===== src/design/mnpr_alu.sv =====
// mnpr_alu: shared saturating adder with carry in, used for prolongate and restrict sums
// no dependencies
module mnpr_alu #(
  parameter int WIDTH = 32
) (
  input  logic signed [WIDTH-1:0] x,
  input  logic signed [WIDTH-1:0] y,
  input  logic                    cin,
  output logic signed [WIDTH-1:0] sum,
  output logic                    ovf
);

  logic signed [WIDTH:0] raw;

  always_comb begin
    raw = (WIDTH+1)'(x) + (WIDTH+1)'(y) + (WIDTH+1)'({1'b0, cin});
    ovf = raw[WIDTH] != raw[WIDTH-1];
    if (ovf) begin
      // clamp toward the sign of the true sum
      sum = raw[WIDTH] ? {1'b1, {(WIDTH-1){1'b0}}} : {1'b0, {(WIDTH-1){1'b1}}};
    end else begin
      sum = raw[WIDTH-1:0];
    end
  end

endmodule


===== config.mk =====
export PLATFORM = sky130hd
export DESIGN_NAME = mnpr_alu
export DESIGN_NICKNAME = d
export VERILOG_FILES = /design/src/design/mnpr_alu.sv
export SDC_FILE = /design/constraint.sdc
export NUM_CORES = 1
export LEC_CHECK = 0
export BUFFER_PORTS_ARGS = -buffer_cell sky130_fd_sc_hd__buf_2
export CAP_MARGIN = 20
export CORE_MARGIN = 3
export CORE_UTILIZATION = 45
export DETAILED_ROUTE_END_ITERATION = 10
export PLACE_DENSITY_LB_ADDON = 0.15
export SLEW_MARGIN = 20
export SYNTH_ARGS = -nofsm -noshare
export SYNTH_HDL_FRONTEND = slang
export SYNTH_SLANG_ARGS = --single-unit
export TNS_END_PERCENT = 50

===== constraint.sdc =====
create_clock -name vclk -period 2.4
set_input_delay 0.12 -clock vclk [all_inputs]
set_output_delay 0.12 -clock vclk [all_outputs]
set_load 0.05 [all_outputs]

# Word-level counts from Yosys, hierarchy flattened

Cells that the tools add are included.
W data, S select, Z words.

Input bits: 65
ROM bits: 0
Register bits: 0
Memory bits (writable): 0
Memories kept: 0
Output and inout port bits: 33
Logic and storage cells: 5
Bits in latches: 0

$lt $le $gt $ge: 0
Add/sub/neg operators: 2
Bitwise gates (word level): 0
Equality and inequality tests: 1
Divide/modulo/power cells: 0
Shift operators: 0
Multiply operators: 0
Reduce and logical (&&, ||, !) cells: 0
Muxes and demuxes: 2

Operator list:

| cell             | count |
|---|---|
| $mux W32         | 2 |
| $add A32 B32 Y33 | 1 |
| $add A33 B1 Y33  | 1 |
| $ne A1 B1 Y1     | 1 |

# Logic depth before layout (Yosys ltp)

Depth after elaboration: 4
Mapped depth: 12
Gate-level depth less buffers: 11

# Worst setup path before layout

OpenSTA, ideal clock, no wires.

Kind: input to output
Start point: input y[0]
End point: output sum[27]
Slack: -1.214 ns
Stages on the path: 11
Data arrival time: 3.494 ns
Data required time: 2.280 ns
Buffers on the path: 0
Cells stage by stage: fa_1 inv_1 fa_1 nand2b_1 a21o_1 a21o_1 nor3b_4 a21o_4 o41ai_4 xnor2_2 o21ai_0

Longest elaborated chain between the ends: 4
Elaborated cells between the ends (all ways): 5
Those cells by class: add/sub (2); eq/ne (1); mux (2)

RTL lines:

| item               | RTL line | source |
|---|---|---|
| start: declaration | 7        | `input logic signed [WIDTH-1:0] y,` |
| $add A32 B32 Y33   | 16       | `raw = (WIDTH+1)'(x) + (WIDTH+1)'(y) + (WIDTH+1)'({1'b0, cin});` |
| $add A33 B1 Y33    | 16       |  |
| $ne A1 B1 Y1       | 17       | `ovf = raw[WIDTH] != raw[WIDTH-1];` |
| net ovf            | 10       | `output logic ovf` |
| $mux W32           | 18       | `if (ovf) begin` |
| end: declaration   | 9        | `output logic signed [WIDTH-1:0] sum,` |

The timed path passes the listed nets, and every way through them passes these cells.

# Final worst setup path

Start point: input y[0]
End point: output sum[24]

Longest elaborated chain between the ends: 4
Elaborated cells between the ends (all ways): 5
Those cells by class: add/sub (2); eq/ne (1); mux (2)

RTL lines:

| item                                            | RTL line |
|---|---|
| $add A32 B32 Y33 (*)                            | 16 |
| $add A33 B1 Y33 (*)                             | 16 |
| $mux W32 / $ne A1 B1 Y1 (equally long branches) | 20, 17 |
| $mux W32 (*)                                    | 18 |

Mark *: on every way between the ends. The rest lies on a longest branch, timed or not.

==> impl_metrics.xml <==
<?xml version="1.0" encoding="UTF-8"?>
<metrics>
  <group name="status">
    <metric name="status" unit="">finished with violations</metric>
    <metric name="violations" unit="">negative setup slack</metric>
  </group>
  <group name="routing">
    <metric name="drt_first_pass_iters" unit="">8</metric>
    <metric name="drt-initial-drc-count" unit="">525</metric>
    <metric name="wire_per_inst" unit="um">23.5</metric>
    <metric name="detail-route-antenna-nets" unit="">0</metric>
    <metric name="routed_wl" unit="um">12600</metric>
    <metric name="dr_total_vias" unit="">3680</metric>
    <metric name="detail_route.vias_per_cell" unit="">6.85</metric>
    <metric name="post-route-drc-count" unit="">0</metric>
  </group>
  <group name="global_routing">
    <metric name="grt_first_pass_wirelength" unit="um">13900</metric>
    <metric name="grt_max_degree" unit="">16</metric>
    <metric name="grt_util_all_layers" unit="%">31.2</metric>
    <metric name="grt_antenna_before_repair" unit="">0</metric>
    <metric name="global_route.overflow_total" unit="">0</metric>
    <metric name="via_count_of_the_first_global_routing_pass" unit="">3052</metric>
  </group>
  <group name="place">
    <metric name="globalplace.congestion" unit="">0.886</metric>
    <metric name="preCtsSetupSlack" unit="ns">-0.650</metric>
    <metric name="placedCellCount" unit="">523</metric>
    <metric name="port_bufs" unit="">98</metric>
    <metric name="dpl_wire_length" unit="um">6300</metric>
  </group>
  <group name="finish">
    <metric name="num-nets-final" unit="">585</metric>
    <metric name="finish.cell_count_without_fillers" unit="">537</metric>
    <metric name="syn2layout_area_growth" unit="%">98.1</metric>
    <metric name="clock_buffer_count" unit="">0</metric>
    <metric name="seq_cell_count" unit="">0</metric>
    <metric name="finalCoreUtilization" unit="%">93.2</metric>
    <metric name="insertedDiodeCount" unit="">0</metric>
    <metric name="final_layout_size_suffix_gt1_share" unit="%">54.4</metric>
    <metric name="final-seq-area" unit="sq um">0</metric>
  </group>
  <group name="synthesis">
    <metric name="synthesis.yosys.warnings" unit="">0</metric>
    <metric name="synth_area_leader_cell" unit="">ha_1</metric>
    <metric name="main_combinational_cell_family_by_area_after_synthesis" unit="">compound AO/OA/AOI/OAI gates</metric>
    <metric name="synth.mux.area_fraction" unit="%">1.02</metric>
    <metric name="post_synth_xor_area_fraction" unit="%">11.7</metric>
    <metric name="syn-mean-instance-area" unit="sq um">7.26</metric>
    <metric name="yosys.cell_count.top_type" unit="">a21oi_1</metric>
    <metric name="syn_inst" unit="">286</metric>
    <metric name="synth_nets" unit="">384</metric>
    <metric name="synth_top_area_share" unit="%">18.7</metric>
    <metric name="netlist_top_cells_area" unit="">ha_1 (19%), a21oi_1 (13%), xnor2_1 (6.3%)</metric>
    <metric name="post_synthesis_simple_gate_area_fraction" unit="%">19.6</metric>
    <metric name="synth_adder_area_share" unit="%">20.6</metric>
    <metric name="yosysUniqueCellTypes" unit="">56</metric>
    <metric name="syn_area" unit="sq um">2080</metric>
    <metric name="yosys-top-cells-count" unit="">a21oi_1 (52), ha_1 (31), nand2_1 (20), o21ai_0 (20), xnor2_1 (15)</metric>
    <metric name="synth_compound_gate_area_share" unit="%">42.4</metric>
    <metric name="synth_seq_area_share" unit="%">0</metric>
  </group>
  <group name="pwr">
    <metric name="powerDensity" unit="nW/um^2">662</metric>
    <metric name="leakagePower" unit="nW">2.00</metric>
    <metric name="vdd_drop_max" unit="mV">0.617</metric>
  </group>
  <group name="die">
    <metric name="floorplan.io_pins" unit="">98</metric>
    <metric name="core" unit="sq um">4410</metric>
    <metric name="std_cell_rows" unit="">24</metric>
    <metric name="start_util" unit="%">47.1</metric>
    <metric name="die_w" unit="um">73.9</metric>
    <metric name="die_outline_area" unit="sq um">5470</metric>
    <metric name="die_height" unit="um">73.9</metric>
  </group>
  <group name="timing">
    <metric name="final.setup.tns" unit="ns">-22.68</metric>
    <metric name="timing.fmax" unit="MHz">315</metric>
    <metric name="timing.final.setup_violations" unit="">33</metric>
    <metric name="hold_ws" unit="ns">0.858</metric>
    <metric name="drv_slew" unit="">0</metric>
    <metric name="maxSlewHeadroom" unit="%">66.4</metric>
    <metric name="pin_slew_with_the_least_headroom_to_its_limit" unit="ns">0.499</metric>
    <metric name="hold_viol" unit="">0</metric>
    <metric name="finalWorstSetupSlack" unit="ns">-0.771</metric>
    <metric name="grt_setup_unrepaired" unit="">yes</metric>
    <metric name="timing.final.crit_share" unit="%">132</metric>
    <metric name="layout_min_cycle_time" unit="ns">3.17</metric>
  </group>
  <group name="critical_path">
    <metric name="cp-start-kind" unit="">input port</metric>
    <metric name="crit_fanout" unit="">5</metric>
    <metric name="cp_data_required_time" unit="ns">2.28</metric>
    <metric name="worst_path_arrival" unit="ns">3.05</metric>
    <metric name="kind_of_capture_point_of_the_worst_setup_path" unit="">output pin</metric>
    <metric name="timing.setup.critical_path_class" unit="">in2out</metric>
  </group>
  <group name="min_path">
    <metric name="timing.hold.worst.class" unit="">in2out</metric>
  </group>
  <group name="job">
    <metric name="max_cap_violations" unit="">0</metric>
  </group>
  <group name="clock_network">
    <metric name="cts.hold.buffers_added" unit="">0</metric>
  </group>
</metrics>
layer usage:
metal	GRT usage, %	wire length, um
met1	37.8	4390
met2	60.0	5680
met3	1.89	1510
met4	6.44	1060
met5	0	0
report_power, final:
group          internal, mW  leakage, nW  total (mW)  switching, mW
clock network             0            0           0              0
logic                  1.11         2.00        2.72           1.61
registers                 0            0           0              0
cells in the final DEF (no fill, tap or decap), types with 4 or more instances in the layout:
| cell type | instances |
|---|---|
| buf_2 | 62 |
| buf_4 | 102 |
| o211ai_1 | 7 |
| xnor2_1 | 15 |
| o41ai_4 | 6 |
| o21ai_0 | 15 |
| o21ai_4 | 8 |
| a21oi_4 | 14 |
| nor3_1 | 6 |
| a21oi_1 | 35 |
| nand2_1 | 20 |
| buf_6 | 36 |
| o21ai_2 | 5 |
| buf_12 | 4 |
| nand3_1 | 5 |
| nor2_1 | 12 |
| o21bai_1 | 6 |
| inv_1 | 8 |
| ha_1 | 31 |
| a21o_1 | 11 |
| xor2_1 | 11 |
kinds of logic (layout without fill, tap and decap cells):
group | after synthesis | count (layout)
AOI/OAI and AO/OA | 132 | 132
xor gates and xnor gates | 27 | 27
adders and majority gates | 33 | 33
buffers and inverters | 19 | 218
muxes | 2 | 2
and+or+nand+nor | 73 | 73
stage by stage:
step,power (mW),area [sq um]
after floorplan,1.49,2350
after global placement,2.04,3580
after detailed placement,2.07,3580
after CTS,2.30,3810
after global routing,2.80,4120
final,2.72,4120
final cells by class:
type / count / area (sq um)
fillers: 155 / 299
inverters: 9 / 33.8
multi-input cells: 267 / 2350
well taps: 52 / 65.1
repair buffers: 209 / 1670
worst max-delay path: stages:
cell and delay (ns):
buf_6 0.08, fa_2 0.25, inv_2 0.05, fa_2 0.35, nand2b_4 0.16, a21o_1 0.20
a21o_1 0.19, nor3b_4 0.16, a21o_4 0.24, o41ai_4 0.34, buf_4 0.22, a21oi_4 0.04
buf_12 0.15, clkbuf_16 0.17, a21oi_4 0.15, buf_6 0.18
path summary, 6_finish.rpt:
| path | start | to | slack (ns) | depth (start not counted) |
|---|---|---|---|---|
| max | y[0] | sum[24] | -0.77 | 16 |
| min | y[1] | sum[1] | 0.86 | 5 |
timing repair:
item / in CTS / in global routing
gates resized for setup: 55 / 40
cloned: 1 / 2
endpoints found under the setup margin: 33 / 33
pin swaps: 4 / 9
setup buffers: 4 / 7
Power figures use the tool's default switching activity.
