$ cat src/design/mnpr_pkg.sv
// mnpr_pkg: shared types and constants of the mesh node prolongation/restriction unit
// no dependencies; used by the channel interfaces, the index reducer and the top level
package mnpr_pkg;

  localparam int REQ_W  = 2;
  localparam int IDX_W  = 12;
  localparam int WORD_W = 32;

  localparam int DEF_VECTOR_DEPTH = 4096;
  localparam int DEF_VALUE_WIDTH  = 32;

  typedef enum logic [REQ_W-1:0] {
    REQ_WRITE    = 2'd0,
    REQ_READ     = 2'd1,
    REQ_PROLONG  = 2'd2,
    REQ_RESTRICT = 2'd3
  } req_type_t;

  typedef enum logic [3:0] {
    S_IDLE,
    S_IDX,
    S_WR,
    S_RD0,
    S_RD1,
    S_P0,
    S_P1,
    S_P2,
    S_R0,
    S_R1,
    S_R2,
    S_R3,
    S_R4,
    S_R5,
    S_FIN
  } state_t;

  // load strobes for the two stages of the index reducer
  typedef struct packed {
    logic capture;
    logic finish;
  } idx_ctl_t;

endpackage

$ cat src/design/mnpr_idx_mod.sv
// mnpr_idx_mod: two-stage reduction of a request index modulo the vector depth
// depends on mnpr_pkg; quotient by reciprocal multiply, then one correcting subtract
module mnpr_idx_mod import mnpr_pkg::*; #(
  parameter int DEPTH = DEF_VECTOR_DEPTH
) (
  input  logic                     clk,
  input  idx_ctl_t                 ctl,
  input  logic [IDX_W-1:0]         raw,
  output logic [$clog2(DEPTH)-1:0] idx
);

  localparam int SHIFT = 24;
  localparam int PW    = IDX_W + SHIFT + 1;
  localparam logic [SHIFT:0] RECIP = (SHIFT+1)'((64'd1 << SHIFT) / DEPTH);
  localparam logic [31:0]    DEP   = 32'(DEPTH);

  logic [PW-1:0]       prod;
  logic [IDX_W-1:0]    raw_q;
  logic [IDX_W-1:0]    quo_q;
  logic [IDX_W+31:0]   qd;
  logic [IDX_W:0]      rem0;
  logic [31:0]         rem;

  assign prod = PW'(raw) * PW'(RECIP);

  // estimate is exact or one low, so the remainder stays below twice the depth
  always_comb begin
    qd   = (IDX_W+32)'(quo_q) * (IDX_W+32)'(DEP);
    rem0 = {1'b0, raw_q} - qd[IDX_W:0];
    rem  = (32'(rem0) >= DEP) ? 32'(rem0) - DEP : 32'(rem0);
  end

  always_ff @(posedge clk) begin
    if (ctl.capture) begin
      raw_q <= raw;
      quo_q <= prod[IDX_W+SHIFT-1:SHIFT];
    end
    if (ctl.finish) begin
      idx <= rem[$clog2(DEPTH)-1:0];
    end
  end

endmodule
$ cat config.mk
export PLATFORM = sky130hd
export DESIGN_NAME = mnpr_idx_mod
export DESIGN_NICKNAME = d
export VERILOG_FILES = /design/src/design/mnpr_pkg.sv /design/src/design/mnpr_idx_mod.sv
export SDC_FILE = /design/constraint.sdc
export NUM_CORES = 1
export LEC_CHECK = 0
export BUFFER_PORTS_ARGS = -buffer_cell sky130_fd_sc_hd__buf_2
export CAP_MARGIN = 5
export CORE_MARGIN = 2
export CORE_UTILIZATION = 48
export DETAILED_ROUTE_END_ITERATION = 8
export HOLD_SLACK_MARGIN = 0.06
export PLACE_DENSITY = 0.81
export RECOVER_POWER = 25
export SYNTH_ARGS = -nofsm -noshare
export SYNTH_HDL_FRONTEND = slang
export SYNTH_SLANG_ARGS = --single-unit
$ cat constraint.sdc
create_clock -name clk -period 1 [get_ports clk]
set_clock_uncertainty 0.1 [all_clocks]
set_input_delay 0.2 -clock clk [delete_from_list [all_inputs] [get_ports clk]]
set_output_delay 0.2 -clock clk [all_outputs]
set_load 0.005 [all_outputs]
==> Word level (Yosys, flattened, before mapping) <==
Index checks and enable logic that the tools add are counted.
{ "totals": {"inputBits": 15, "elab_cells": 5, "out_inout_bits": 12, "reg_bits": 24} }
{ "classes": {"add_sub_neg": 1, "n_lt_le_gt_ge": 1, "n_mux": 1} }
{ "ops": {"columns": ["op", "count"], "rows": [
  ["$ge A12 B13 Y1 const B", 1],
  ["$mux W12", 1],
  ["$sub A12 B1 Y12 const B", 1]
]} }

==> Logic depth before layout (Yosys ltp) <==
Gate-level depths: netlist (run 1).
{ "logic_depth": {"ltp_word": 2, "ltp_mapped": 0, "depth_no_buf": 0} }

==> Worst setup path before layout (run 1) <==
No wires, ideal clock.
{ "synth_path": {"kind": "register -> register", "startpoint": "reg raw_q[0]", "endpoint": "reg idx[0] (data pin)", "synth_period_minus_slack_ns": 0.689, "path_stages_with_launch": 1, "arrival_ns": 0.323, "required_time_ns": 0.634, "n_path_buf": 0, "path_slack_ns": 0.311, "setup_ns": 0.266, "cell_sequence": "edfxtp_1"} }
{ "synth_via": {"elab_chain_cells": 2, "word_cells_on_any_way": 3, "classes_between": "add/sub: 1; order compare: 1; mux: 1"} }
{ "synth_lines": {"columns": ["element", "line", "source"], "rows": [
  ["start, declared", "mnpr_idx_mod.sv:18", "logic [IDX_W-1:0] raw_q;"],
  ["start signal, assigned", "mnpr_idx_mod.sv:35", "raw_q <= raw;"],
  ["$sub A12 B1 Y12 or $ge A12 B13 Y1 (tied branches)", "mnpr_idx_mod.sv:30", "rem = (32'(rem0) >= DEP) ? 32'(rem0) - DEP : 32'(rem0);"],
  ["$mux W12 *", "mnpr_idx_mod.sv:30", null],
  ["end signal, assigned", "mnpr_idx_mod.sv:39", "idx <= rem[$clog2(DEPTH)-1:0];"],
  ["end, declared", "mnpr_idx_mod.sv:9", "output logic [$clog2(DEPTH)-1:0] idx"]
]} }
Every way passes the cells marked *; elsewhere a longest branch is shown, timed or not.
A chain may end at the register's enable or synchronous reset.

==> Final worst setup path (run 1) <==
{ "layout_path": {"startpoint": "reg idx[3]", "endpoint": "out idx[3]"} }
No word-level cell between the ends.

==> results.json, run 1 <==
{
  "stdcell_area_mm2": 0.00101,
  "seq_area_um2": 721,
  "insertion_delay_ns": 0.31,
  "slowest_delay_ns": 0.40,
  "ios": 27,
  "synthCells": 24,
  "synthDistinctLibCells": 1,
  "ctsResizeCount": 0,
  "hold_viol": 0,
  "clock_sinks": 24,
  "syn_nets": 39,
  "num_antenna_cells": 0,
  "vias_per_cell": 4.70,
  "synth.area.top_cells": "edfxtp_1 100%",
  "outcome": "complete, but fails checks",
  "die_h_um": 42.8,
  "grt_max_degree": 14,
  "crit_type": "reg2out",
  "multi_input_cells": 0,
  "rows": 13,
  "ys_seq_elements": 24,
  "ir_worst_vdd_mv": 1.55,
  "wire_per_inst_um": 16.0,
  "totalNegativeSetupSlack_ns": -1.40,
  "drv_cap": 0,
  "finalCritPeriodShare": 1.14,
  "synth.most_common_cell": "edfxtp_1",
  "crit_slowest_cell": "edfxtp_1",
  "clockPowerShare": 0.240,
  "synth_ff_type": "edfxtp_1",
  "antenna_found_initial": 0,
  "grt_pass1_wl_um": 2010,
  "grt_pass1_vias": 412,
  "synth_top_area_frac": 1.00,
  "fin_total_pwr_w": 0.00175,
  "route.detailed.drc": 0,
  "numCtsBuffers": 3,
  "fill_cells": 81,
  "htreeDepth": 1,
  "cp.required_ns": 0.70,
  "synth_largest_area_cell": "edfxtp_1",
  "pwr-share-comb": 0.067,
  "track_usage": 0.164,
  "critPathMaxFanout": 1,
  "dr_total_vias": 381,
  "worst_slack_ns": -0.138,
  "worstPathArrival_ns": 0.84,
  "min_path_type": "in2reg",
  "gp_congestion": 0.647,
  "syn_area_per_cell_um2": 30.0,
  "die_width_um": 42.8,
  "cts_tree": "built",
  "overflow": 0,
  "drive_above_1_share": 0.409,
  "critical-path-top-delay-family": "flip-flops",
  "rsz0062_at_grt": "yes",
  "drt-pass1-iter-count": 2,
  "switchingPower_w": 0.000339,
  "start_util": 0.534,
  "core_mm2": 0.00135,
  "nets": 82,
  "syn2layout_area_growth_pct": 40.6,
  "ctsRootBufferMaster": "clkbuf_4",
  "io_buffers": 26,
  "period_minus_slack_ns": 1.14,
  "cp_cell_sequence": "buf_2",
  "drt-total-wl_um": 1300,
  "cellPowerDensity_mw_per_mm2": 1720,
  "p_seq_frac": 0.693,
  "startpoint_type": "flip-flop",
  "leakage_nw": 0.397,
  "worst_pin_slew_ns": 0.648,
  "placed_area_um2": 870,
  "ys.warnings.count": 0,
  "final_antenna_net_count": 0,
  "max_slew_margin": 0.568,
  "drtIter0Drc": 6,
  "clk_path_buf_depth": 2,
  "synthArstFlopShare": 0,
  "netlist_area_um2": 721,
  "fmax_mhz": 879,
  "die_area_mm2": 0.00183,
  "hold_slack_ns": 0.298,
  "multi_input_area_um2": 0,
  "pre_cts_ws_ns": 0.124,
  "sw_frac_of_total": 0.194,
  "synth_edf_count": 24,
  "clkTransAtPathRegs_ns": 0.12,
  "cp-end-kind": "output port",
  "slew_violations": 0,
  "finalSetupViolations": 12,
  "path_buf_inv": 1,
  "p_int_w": 0.00141,
  "netlist_top_cells_count": "24 x edfxtp_1",
  "ys_seq_area_frac": 1.00,
  "failed_checks": "setup timing"
}
==> routing by layer <==
layer,GRT usage,vias to the layer above,wire length [µm]
met4,0.0563,0,13
li1,-,180,-
met3,0.0468,2,91
met1,0.165,177,460
met2,0.315,22,734
met5,0,-,0
==> path summary, 6_finish.rpt <==
check | start | endpoint | slack [ns] | cells past startpoint
setup / recovery | idx[3] | idx[3] | -0.14 | 1
setup reg to reg | raw_q[7] | idx[7] | 0.26 | 0
hold reg to reg | raw_q[8] | idx[8] | 0.33 | 0
hold / removal | ctl[0] | idx[9] | 0.30 | 1
==> what timing repair did <==
action	4_1_cts	5_1_grt
hold buffers	12	0
hold endpoints to repair	12	0
pin swaps	0	0
gates cloned	0	0
setup endpoints to repair	12	12
setup buffers	0	0
==> layout by cell type (no fill, tap or decap) <==
master	instances
dlygate4sd3_1	12
clkbuf_1	2
buf_2	24
edfxtp_1	24
clkinv_1	1
clkbuf_4	3
==> state kept, by name (all words and copies together), names as in the netlist <==
| name | flops |
|---|---|
| idx | 12 |
| raw_q | 12 |
==> through the flow <==
stage,cells,utilization
finish,81,0.751
global route,81,0.751
CTS,81,0.753
detailed placement,65,0.644
global placement,65,0.644
floorplan,24,-
==> kinds of logic (layout without fill, tap and decap cells) <==
group,Yosys count,after routing,share of synthesized area
buffers and inverters,0,42,0
DFF,24,24,1.00
==> power groups by stage <==
stage / registers [W] / clock network (W) / logic, W
2_1_floorplan: 0.00123 / 0 / 0
6_report: 0.00121 / 0.000418 / 0.000117
3_5_place_dp: 0.00123 / 0 / 0.0000781
5_1_grt: 0.00122 / 0.000459 / 0.000126
3_3_place_gp: 0.00123 / 0 / 0.0000752
4_1_cts: 0.00121 / 0.000410 / 0.000114
==> layout make-up <==
type	instances	area share
Clock buffer	3	0.0222
Tap cell	15	0.0185
Timing Repair Buffer	38	0.244
Clock inverter	1	0.00370
Sequential cell	24	0.711
Note: power is estimated with default switching activity, not from simulation.
==> run 2, diff against run 1 <==
- CELL_PAD_IN_SITES_DETAIL_PLACEMENT: unset -> 1
- CELL_PAD_IN_SITES_GLOBAL_PLACEMENT: unset -> 2
- CORE_UTILIZATION: 48 -> 36
- PLACE_DENSITY: 0.81 -> 0.82
- SLEW_MARGIN: unset -> 10
==> results.json, run 2 (synthesized netlist as in run 1, its figures left out) <==
{
  "num_antenna_cells": 0,
  "multi_input_cells": 0,
  "stdcell_area_mm2": 0.00102,
  "use_met1": 0.119,
  "critical-path-top-delay-family": "flip-flops",
  "io_buffers": 26,
  "ctsRootBufferMaster": "clkbuf_4",
  "die_width_um": 48.7,
  "slew_violations": 0,
  "hold_slack_ns": 0.315,
  "grt_max_degree": 13,
  "ios": 27,
  "max_slew_margin": 0.566,
  "hold_viol": 0,
  "final_antenna_net_count": 0,
  "multi_input_area_um2": 0,
  "ctsResizeCount": 0,
  "ir_worst_vdd_mv": 0.922,
  "finalSetupViolations": 12,
  "top_usage_layer": "met2",
  "grt_pass1_vias": 396,
  "r2r_end": "idx[2]",
  "r2r_slack_ns": 0.24,
  "min_path_type": "in2reg",
  "cts_tree": "built",
  "use_met2": 0.192,
  "pre_cts_ws_ns": 0.106,
  "wire_per_inst_um": 13.8,
  "overflow": 0,
  "period_minus_slack_ns": 1.14,
  "totalNegativeSetupSlack_ns": -1.29,
  "worstPathArrival_ns": 0.84,
  "syn2layout_area_growth_pct": 42.2,
  "fill_cells": 193,
  "critPathMaxFanout": 1,
  "die_h_um": 48.7,
  "drtIter0Drc": 7,
  "rsz0062_at_grt": "yes",
  "worst-r2r-cell-count": 0,
  "crit_type": "reg2out",
  "fin_total_pwr_w": 0.00172,
  "route.detailed.drc": 0,
  "final_cell_mix": "24 x edfxtp_1, 24 x buf_2, 12 x dlygate4sd3_1",
  "insertion_delay_ns": 0.30,
  "clkTransAtPathRegs_ns": 0.12,
  "slowest_delay_ns": 0.40,
  "reg2reg_from": "raw_q[2]",
  "failed_checks": "setup timing",
  "drt-pass1-iter-count": 2,
  "cp-end-kind": "output port",
  "core_mm2": 0.00192,
  "antenna_found_initial": 0,
  "drt-total-wl_um": 1270,
  "rows": 16,
  "die_area_mm2": 0.00238,
  "min_to": "idx[11]",
  "placed_area_um2": 885,
  "min_from": "ctl[0]",
  "vias_per_cell": 4.21,
  "leakage_nw": 0.396,
  "seq_area_um2": 721,
  "worst_pin_slew_ns": 0.651,
  "start_util": 0.375,
  "globalRouteMet3Util": 0.0432,
  "grt_pass1_wl_um": 1920,
  "cellPowerDensity_mw_per_mm2": 1680,
  "outcome": "complete, but fails checks",
  "numCtsBuffers": 3,
  "top_regs": "idx: 12 flops, raw_q: 12 flops",
  "gp_congestion": 0.631,
  "track_usage": 0.114,
  "clock_sinks": 24,
  "dr_total_vias": 387,
  "drv_cap": 0,
  "drive_above_1_share": 0.415,
  "cp_cell_sequence": "buf_2",
  "htreeDepth": 1,
  "finalCritPeriodShare": 1.14,
  "whs_path_depth": 1,
  "startpoint_type": "flip-flop",
  "clk_path_buf_depth": 2,
  "fmax_mhz": 878,
  "worst_slack_ns": -0.140,
  "path_buf_inv": 1,
  "cp.required_ns": 0.70,
  "crit_slowest_cell": "edfxtp_1",
  "nets": 82
}
run 2: layout make-up:
type,count,share of cell area
clock buffers,3,0.0220
well taps,27,0.0330
repair buffers,38,0.242
flip-flops and latches,24,0.703
run 2: timing repair:
action,4_1_cts,5_1_grt
hold buffers,12,0
setup endpoints to repair,12,12
buffers inserted,0,0
pin swaps,0,0
endpoints found under the hold margin,12,0
run 2: power breakdown:
group / internal (W) / switching, W / total [W]
sequential: 0.00119 / 0.0000203 / 0.00121
combinational: 0.0000681 / 0.0000457 / 0.000114
clock: 0.000140 / 0.000252 / 0.000392
run 2: per-stage QoR:
| stage | cells | util |
|---|---|---|
| 3_5_place_dp | 77 | 0.460 |
| 2_1_floorplan | 24 | - |
| 5_1_grt | 92 | 0.533 |
| 3_3_place_gp | 77 | 0.460 |
| 6_report | 92 | 0.533 |
| 4_1_cts | 92 | 0.535 |
run 2: per-layer routing:
metal / share of wire / wire [µm]
met1: 0.40 / 507
met2: 0.50 / 640
met3: 0.065 / 82
met4: 0.031 / 40
met5: 0 / 0
run 2: worst max-delay path by stage:
stage / from / end / slack, ns / cells past startpoint
2_1_floorplan: raw_q[0] / idx[0] / 0.31 / 0
3_3_place_gp: ctl[1] / raw_q[7] / 0.14 / 1
3_5_place_dp: ctl[1] / raw_q[7] / 0.11 / 1
4_1_cts: idx[2] / idx[2] / -0.17 / 1
5_1_grt: idx[2] / idx[2] / -0.20 / 1
6_report: idx[2] / idx[2] / -0.14 / 1
==> run 3, diff against run 2 <==
- CORE_UTILIZATION: 36 -> 33
- PLACE_DENSITY: 0.82 -> 0.77
- clock period: 1 -> 1.1 ns (I/O delays scaled with it)
==> results.json, run 3 (synthesized netlist as in run 1, its figures left out) <==
{
  "p_int_w": 0.00127,
  "worst-r2r-cell-count": 0,
  "track_usage": 0.0969,
  "syn2layout_area_growth_pct": 42.4,
  "rsz0062_at_grt": "yes",
  "period_minus_slack_ns": 1.13,
  "worst_pin_slew_ns": 0.582,
  "dr_total_vias": 372,
  "grt_pass1_wl_um": 1720,
  "placed_cells": 77,
  "rows": 16,
  "clock_sinks": 24,
  "path_buf_inv": 1,
  "ir_worst_vdd_mv": 0.657,
  "antenna_found_initial": 0,
  "cp-end-kind": "output port",
  "grt_pass1_vias": 414,
  "start_util": 0.360,
  "core_mm2": 0.00200,
  "gp_congestion": 0.627,
  "nets": 82,
  "drtIter0Drc": 7,
  "slew_violations": 0,
  "ios": 27,
  "worstPathArrival_ns": 0.81,
  "cellPowerDensity_mw_per_mm2": 1510,
  "outcome": "complete, but fails checks",
  "drt-total-wl_um": 1080,
  "crit_type": "reg2out",
  "leakage_nw": 0.398,
  "layout_commonest_cell": "buf_2",
  "fmax_mhz": 886,
  "drt-pass1-iter-count": 4,
  "route.detailed.drc": 0,
  "overflow": 0,
  "clk_path_buf_depth": 2,
  "critical-path-top-delay-family": "flip-flops",
  "multi_input_area_um2": 0,
  "grt_max_degree": 13,
  "sw_frac_of_total": 0.178,
  "cp.required_ns": 0.78,
  "max_slew_margin": 0.612,
  "htreeDepth": 1,
  "fin_total_pwr_w": 0.00155,
  "num_antenna_cells": 0,
  "failed_checks": "setup timing",
  "hold_viol": 0,
  "cp_cell_sequence": "buf_2",
  "startpoint_type": "flip-flop",
  "final_antenna_net_count": 0,
  "finalCritPeriodShare": 1.03,
  "numCtsBuffers": 3,
  "drv_cap": 0,
  "p_seq_frac": 0.710,
  "die_area_mm2": 0.00257,
  "crit_slowest_cell": "edfxtp_1",
  "die_h_um": 50.7,
  "clockPowerShare": 0.224,
  "io_buffers": 26,
  "ctsRootBufferMaster": "clkbuf_4",
  "cts_tree": "built",
  "multi_input_cells": 0,
  "cp.depth": 1,
  "worst_slack_ns": -0.0286,
  "wire_per_inst_um": 11.7,
  "critPathMaxFanout": 1,
  "finalNonFillerCells": 92,
  "drive_above_1_share": 0.431,
  "whs_path_depth": 1,
  "die_width_um": 50.7,
  "switchingPower_w": 0.000276,
  "pwr-share-comb": 0.066,
  "final_cell_mix": "25 x buf_2, 24 x edfxtp_1, 12 x dlygate4sd3_1",
  "insertion_delay_ns": 0.29,
  "top_regs": "idx: 12 flops, raw_q: 12 flops",
  "finalSetupViolations": 12,
  "postCtsSetupRepairBufs": 0,
  "slowest_delay_ns": 0.38,
  "clkTransAtPathRegs_ns": 0.11,
  "min_path_type": "in2reg",
  "ctsResizeCount": 0,
  "vias_per_cell": 4.04
}
-- run 3: cell count changes in the layout (fill, tap and decap cells not counted) --
| cell | previous run | this run |
|---|---|---|
| clkbuf_1 | 2 | 1 |
| buf_2 | 24 | 25 |
-- run 3: power by group through the flow --
stage	clock, W	combinational [W]	sequential (W)
detailed placement	0	0.0000714	0.00112
finish	0.000346	0.000103	0.00110
floorplan	0	0	0.00112
CTS	0.000363	0.000104	0.00110
global route	0.000397	0.000113	0.00111
global placement	0	0.0000695	0.00112
-- run 3: per-layer routing --
metal	GRT usage	vias to the layer above	routed length, µm
met2	0.173	21	569
met4	0.0811	0	14
met3	0.00893	2	55
met5	0	-	0
li1	-	181	-
met1	0.101	168	435
-- run 3: layout make-up --
class                 count  area [µm²]
Fill cell               200         976
Sequential cell          24         721
Timing Repair Buffer     38         249
Tap cell                 27        33.8
Clock buffer              3        22.5
-- run 3: final timing paths --
kind	end	slack, ns	start
setup reg to reg	idx[11]	0.34	raw_q[11]
hold reg to reg	idx[10]	0.33	raw_q[10]
setup / recovery	idx[1]	-0.03	idx[1]
hold / removal	raw_q[0]	0.21	ctl[1]
-- run 3: through the flow --
stage	cell area (µm²)	hold WS, ns	setup TNS (ns)	setup slack [ns]	utilization
global route	1030	0.190	-0.871	-0.0857	0.513
CTS	1030	0.187	-0.412	-0.0527	0.513
detailed placement	885	0.299	0	0.199	0.442
floorplan	721	0.219	0	0.411	-
finish	1030	0.206	-0.176	-0.0286	0.513
global placement	885	0.299	0	0.218	0.442
-- run 3: timing repair --
action | CTS | global route
gates cloned | 0 | 0
pin swaps | 0 | 0
endpoints found under the setup margin | 12 | 12
hold buffers | 12 | 0
endpoints found under the hold margin | 12 | 0
